File: config.mk
export PLATFORM = sky130hd
export DESIGN_NAME = ffl_ctrl
export DESIGN_NICKNAME = d
export VERILOG_FILES = /design/src/rtl/ffl_pkg.sv /design/src/rtl/ffl_ctrl.sv
export SDC_FILE = /design/constraint.sdc
export NUM_CORES = 1
export LEC_CHECK = 0
export BUFFER_PORTS_ARGS = -buffer_cell sky130_fd_sc_hd__buf_2
export CORE_MARGIN = 2
export CORE_UTILIZATION = 55
export DETAILED_ROUTE_END_ITERATION = 12
export PLACE_DENSITY = 0.9
export SYNTH_ARGS = -nofsm -noshare
export SYNTH_HDL_FRONTEND = slang
export SYNTH_SLANG_ARGS = --single-unit
File: constraint.sdc
create_clock -name clk -period 3.5 [get_ports clk]
set_input_delay 0.35 -clock clk [delete_from_list [all_inputs] [get_ports clk]]
set_output_delay 0.35 -clock clk [all_outputs]
set_load 0.02 [all_outputs]
File: src/rtl/ffl_pkg.sv
// Shared types and constants for the first-fit free-list allocator.
`timescale 1ns / 1ps
package ffl_pkg;

  localparam int HEAP_BYTES_DEF   = 4096;
  localparam int HEADER_BYTES_DEF = 8;
  localparam int IN_W             = 12;
  localparam int FIELD_W          = 32;

  typedef enum logic [4:0] {
    S_CLEAR,
    S_INIT,
    S_IDLE,
    S_DISPATCH,
    S_FREE_WR,
    S_WALK,
    S_RD_SIZE,
    S_RD_NEXT,
    S_CHECK,
    S_SPLIT_NB_SIZE,
    S_SPLIT_NB_NEXT,
    S_SPLIT_CUR_SIZE,
    S_SPLIT_CUR_NEXT,
    S_LINK,
    S_ADVANCE,
    S_PUT_ALLOC,
    S_PUT_FREE,
    S_PUT_FAIL
  } ctl_state_t;

  typedef enum logic [4:0] {
    OP_NONE,
    OP_CLEAR,
    OP_INIT,
    OP_ACCEPT,
    OP_FREE_WR,
    OP_RD_SIZE,
    OP_RD_NEXT,
    OP_SPLIT_NB_SIZE,
    OP_SPLIT_NB_NEXT,
    OP_SPLIT_CUR_SIZE,
    OP_SPLIT_CUR_NEXT,
    OP_LINK_PREV,
    OP_LINK_HEAD,
    OP_ADVANCE,
    OP_PUT_ALLOC,
    OP_PUT_FREE,
    OP_PUT_FAIL
  } dp_op_t;

  typedef struct packed {
    logic fe_done;
    logic clr_last;
    logic is_free;
    logic free_bad;
    logic walk_ok;
    logic fits;
    logic split;
    logic have_prev;
    logic out_full;
  } dp_status_t;

endpackage

File: src/rtl/ffl_ctrl.sv
// Controller state machine for the allocator: sequences clear, init, free, list walk, split and result output.
`timescale 1ns / 1ps
module ffl_ctrl (
  input  logic               clk,
  input  logic               rst,
  input  logic               in_valid,
  output logic               in_stall,
  input  ffl_pkg::dp_status_t st,
  output ffl_pkg::dp_op_t    op
);
  import ffl_pkg::*;

  ctl_state_t state, state_next;

  always_ff @(posedge clk) begin
    if (rst) begin
      state <= S_CLEAR;
    end else begin
      state <= state_next;
    end
  end

  always_comb begin
    state_next = state;
    unique case (state)
      S_CLEAR:          if (st.clr_last) state_next = S_INIT;
      S_INIT:           if (st.fe_done) state_next = S_IDLE;
      S_IDLE:           if (in_valid) state_next = S_DISPATCH;
      S_DISPATCH: begin
        if (st.is_free) begin
          state_next = st.free_bad ? S_PUT_FAIL : S_FREE_WR;
        end else begin
          state_next = S_WALK;
        end
      end
      S_FREE_WR:        if (st.fe_done) state_next = S_PUT_FREE;
      S_WALK:           state_next = st.walk_ok ? S_RD_SIZE : S_PUT_FAIL;
      S_RD_SIZE:        if (st.fe_done) state_next = S_RD_NEXT;
      S_RD_NEXT:        if (st.fe_done) state_next = S_CHECK;
      S_CHECK: begin
        priority if (!st.fits) state_next = S_ADVANCE;
        else if (st.split)     state_next = S_SPLIT_NB_SIZE;
        else                   state_next = S_LINK;
      end
      S_SPLIT_NB_SIZE:  if (st.fe_done) state_next = S_SPLIT_NB_NEXT;
      S_SPLIT_NB_NEXT:  if (st.fe_done) state_next = S_SPLIT_CUR_SIZE;
      S_SPLIT_CUR_SIZE: if (st.fe_done) state_next = S_SPLIT_CUR_NEXT;
      S_SPLIT_CUR_NEXT: if (st.fe_done) state_next = S_LINK;
      S_LINK:           if (!st.have_prev || st.fe_done) state_next = S_PUT_ALLOC;
      S_ADVANCE:        state_next = S_WALK;
      S_PUT_ALLOC,
      S_PUT_FREE,
      S_PUT_FAIL:       if (!st.out_full) state_next = S_IDLE;
      default:          state_next = S_CLEAR;
    endcase
  end

  always_comb begin
    op       = OP_NONE;
    in_stall = (state != S_IDLE);
    unique case (state)
      S_CLEAR:          op = OP_CLEAR;
      S_INIT:           op = OP_INIT;
      S_IDLE:           if (in_valid) op = OP_ACCEPT;
      S_DISPATCH:       op = OP_NONE;
      S_FREE_WR:        op = OP_FREE_WR;
      S_WALK:           op = OP_NONE;
      S_RD_SIZE:        op = OP_RD_SIZE;
      S_RD_NEXT:        op = OP_RD_NEXT;
      S_CHECK:          op = OP_NONE;
      S_SPLIT_NB_SIZE:  op = OP_SPLIT_NB_SIZE;
      S_SPLIT_NB_NEXT:  op = OP_SPLIT_NB_NEXT;
      S_SPLIT_CUR_SIZE: op = OP_SPLIT_CUR_SIZE;
      S_SPLIT_CUR_NEXT: op = OP_SPLIT_CUR_NEXT;
      S_LINK:           op = st.have_prev ? OP_LINK_PREV : OP_LINK_HEAD;
      S_ADVANCE:        op = OP_ADVANCE;
      S_PUT_ALLOC:      if (!st.out_full) op = OP_PUT_ALLOC;
      S_PUT_FREE:       if (!st.out_full) op = OP_PUT_FREE;
      S_PUT_FAIL:       if (!st.out_full) op = OP_PUT_FAIL;
      default:          op = OP_NONE;
    endcase
  end

endmodule

### Word-level counts from Yosys, hierarchy flattened

Index checks and enable logic that the tools add are counted.

* reductions and logical operators: 5
* muxes and demuxes: 24
* eq/ne operators: 30

Operators by type and width (count)
* 5-bit two-way mux: 16
* 5-bit case mux with 16 select lines: 1
* 5-bit case mux with 15 select lines: 1
* 5-bit by 4-bit equality test with 1-bit output, second input constant: 8
* 2-bit != test, second input constant: 12
* 5-bit by 3-bit equality test with 1-bit output, second input constant: 4
* 12-bit AND reduction: 1
* 5-bit by 2-bit equality test with 1-bit output, second input constant: 2
* 5-bit equality test, second input constant: 2
* 3-bit two-way mux: 3
* 4-bit two-way mux: 2
* 5-bit by 1-bit equality test with 1-bit output, second input constant: 1
* 5-bit logical NOT: 1
* 5-bit by 2-bit != test with 1-bit output, second input constant: 1
* 3-bit OR reduction: 1
* 2-bit two-way mux: 1
* 1-bit logical NOT: 1
* 1-bit logical OR: 1

* word-level logic and storage cells: 60
* output and inout port bits: 6
* bits of input ports: 12
* flip-flop bits (word level): 5

### Logic depth before layout (Yosys ltp)

* depth after elaboration: 4
* gate-level depth with buffers: 7
* mapped depth without buffers: 5

### Worst setup path after synthesis

No wires, ideal clock.

* path kind: reg2out
* from: reg state[0]
* to: out op[4]
* slack: 1.703 ns
* stages on the path, launching flop included: 5
* arrival: 1.447 ns
* path through: dfxtp_1 buf_2 clkbuf_1 buf_2 nor3b_1

* cells in the longest elaborated chain, start to end: 2

RTL lines
* start, declared: line ffl_ctrl.sv:13 `ctl_state_t state, state_next;`
* start signal, assigned: line ffl_ctrl.sv:19 `state <= state_next;`
* 5-bit equality test (tied with other cells): line ffl_ctrl.sv:61 `unique case (state)`
* 5-bit case mux with 15 select lines (*): line ffl_ctrl.sv:61
* end, declared: line ffl_ctrl.sv:9 `output ffl_pkg::dp_op_t op`

Mark *: on every way between the ends. The rest lies on a longest branch, timed or not.

### Worst setup path after layout

* from: reg state[1]
* to: out op[1]

The elaborated chain is that of the path after synthesis.

==> out/results.tsv <==
stage	metric	value	unit
power	ir_drop	0.443	mV
final_layout	drive_gt1_frac	0.220	
worst_setup_path	endpoint_kind	output port	
placement	port-buffer-count	17	
synth	syn-cell-area	717	um2
global_routing	grt_overflow_total	0	
sta	fin_crit_sh	0.676	
detailed_routing	wl_per_cell	14.1	um
hold_path	worst_hold_path_type	input port to flop	
clocking	clock_sinks	5	
floorplan	dieHeight	40.1	um
synth	synth_cell_type_count	41	
floorplan	die_area	0.00161	mm2
worst_setup_path	crit_path_start_kind	flop	
floorplan	fp.dieW	40.1	um
final_layout	nNetsFinal	131	
detailed_routing	detail-route-antenna-nets	0	
floorplan	start_util	0.572	
power	power.total	0.587	mW
power	power_density	750	mW/mm2
final_layout	final_area	782	um2
synth	syn_area_per_cell	6.76	um2
placement	hpwl	1320	um
sta	period_minus_slack	2.37	ns
clocking	cts_made_buffers	3	
sta	setup_viol	0	
job	maxCapViolCount	0	
global_routing	grt_max_degree	27	
detailed_routing	wl	1870	um
worst_setup_path	cp-startpoint	state[1]$_SDFFE_PP0P_	
global_routing	grt_pass1_vias	698	
clocking	cts_resized	0	
sta	finalMaxSlewViolations	0	
placement	place.gp.congestion	0.874	
detailed_routing	vias	848	
detailed_routing	detail_route.vias_per_cell	6.38	
placement	place_inst	129	
floorplan	top_level_ports	18	
synth	ys_ff_latch	5	
placement	placed_cell_area	756	um2
floorplan	core-area	0.00125	mm2
clocking	clk_path_buf_depth	2	
detailed_routing	drcViolationCount	0	
final_layout	area_growth	9.07	%
final_layout	reg.largest.list	state (5)	
sta	skew	0.00200	ns
final_layout	final_cell_mix	buf_2, a21oi_1, nor2_1	
clocking	clkLatencyLatePin	0.26	ns
worst_setup_path	reg2reg_from	state[0]$_SDFFE_PP0P_	
outcome	status	finished, final reports clean	
synth	syn_nets	118	
synth	async_reset_ff_frac	0	
sta	tns	0	ns
final_layout	utilization	0.624	
worst_setup_path	cp.required	3.15	ns
sta	hold_ws	0.322	ns
sta	timing.final.ws_setup	1.13	ns
sta	tightest_slew	0.770	ns
clocking	post_cts_buffers	0	
final_layout	final_cells	133	
power	p_leak	0.329	nW
clocking	clkTransAtPathRegs	0.05	ns
synth	synthFlopType	dfxtp_1	
worst_setup_path	critPathMaxFanout	23	
detailed_routing	drtIter0Drc	45	
floorplan	row_count	13	
detailed_routing	first_pass_iters	5	
synth	ys_seq_area_frac	0.140	
sta	fmax	423	MHz
sta	rsz0062_at_grt	false	
worst_setup_path	crit_type	flop to output port	
synth	yosys_warnings	0	
worst_setup_path	arrival	2.02	ns
clocking	cts_root_buf	clkbuf_4	
clocking	htreeDepth	1	
synth	synth_cells	106	
final_layout	largest_reg_flops	5	
final_layout	num_antenna_cells	0	
hold_path	worstHoldStart	rst	
placement	dp_slack	1.45	ns
final_layout	top_register	state	
clocking	tritoncts	done	
sta	slew_headroom	0.486	
sta	hold_viol_final	0	
final_layout	final_common_cell	buf_2	
global_routing	track_usage	0.274	
global_routing	antenna_found_initial	0	
global_routing	grt_pass1_wl	2950	um
clocking	hold_buffers	0	
synth	synth_edf_count	0	
worst max-delay path: stages, from the launching register on:
cell and delay, ns:
dfxtp_1 0.78, inv_1 0.23, nand3_1 0.19, nor3_1 0.07, a31oi_1 0.22, o21ai_1 0.09, buf_2 0.17
cell type report:
type                    instances  area, um2
repair buffers                 17       85.1
well taps                      15       18.8
flip-flops and latches          5        100
clock buffers                   4       26.3
multi-input cells              87        533
inverters                       5       18.8
fillers                       116        470
kinds of logic (layout without fill, tap and decap cells):
family / after synthesis / after routing / share of synthesized area
muxes: 1 / 1 / 0.0140
xor gates and xnor gates: 1 / 1 / 0.0122
buffers and inverters: 14 / 26 / 0.117
AOI/OAI and AO/OA: 47 / 47 / 0.438
and+or+nand+nor: 38 / 38 / 0.279
DFF: 5 / 5 / 0.140
path summary, 6_finish.rpt:
| path | endpoint | slack (ns) | cells past startpoint |
|---|---|---|---|
| max | op[1] | 1.13 | 6 |
| min reg2reg | state[4]$_SDFFE_PP0P_ | 0.76 | 2 |
| min | state[1]$_SDFFE_PP0P_ | 0.32 | 2 |
| max reg2reg | state[2]$_SDFFE_PP0P_ | 1.55 | 5 |
synth_stat cells (2+ instances only):
| cell | n | area share |
|---|---|---|
| inv_1 | 4 | 0.021 |
| o21ai_0 | 5 | 0.035 |
| nand2b_1 | 3 | 0.026 |
| nor3_1 | 3 | 0.021 |
| dfxtp_1 | 5 | 0.14 |
| o21ai_1 | 6 | 0.042 |
| nand2_1 | 7 | 0.037 |
| buf_6 | 2 | 0.031 |
| a211oi_1 | 5 | 0.052 |
| a31oi_1 | 4 | 0.035 |
| buf_2 | 5 | 0.035 |
| nor2b_1 | 3 | 0.026 |
| nand3_1 | 3 | 0.021 |
| a21oi_1 | 14 | 0.098 |
| and3_1 | 2 | 0.017 |
| nor2_1 | 9 | 0.047 |
| o22ai_1 | 2 | 0.017 |
power by group:
group,switching (mW),internal [mW]
clock,0.0296,0.0435
combinational,0.194,0.162
sequential,0.0839,0.0735
total,0.308,0.279
routing by layer:
metal  wire length (um)  part of all wire  up-vias  GRT usage
met5                  0                 0        -          0
met4                 44             0.024        0      0.103
met3                163             0.087        6     0.0611
met2                885              0.47       55      0.444
met1                779              0.42      371      0.350
li1                   -                 -      416          -
No activity file was read; power rests on OpenSTA's default activity.
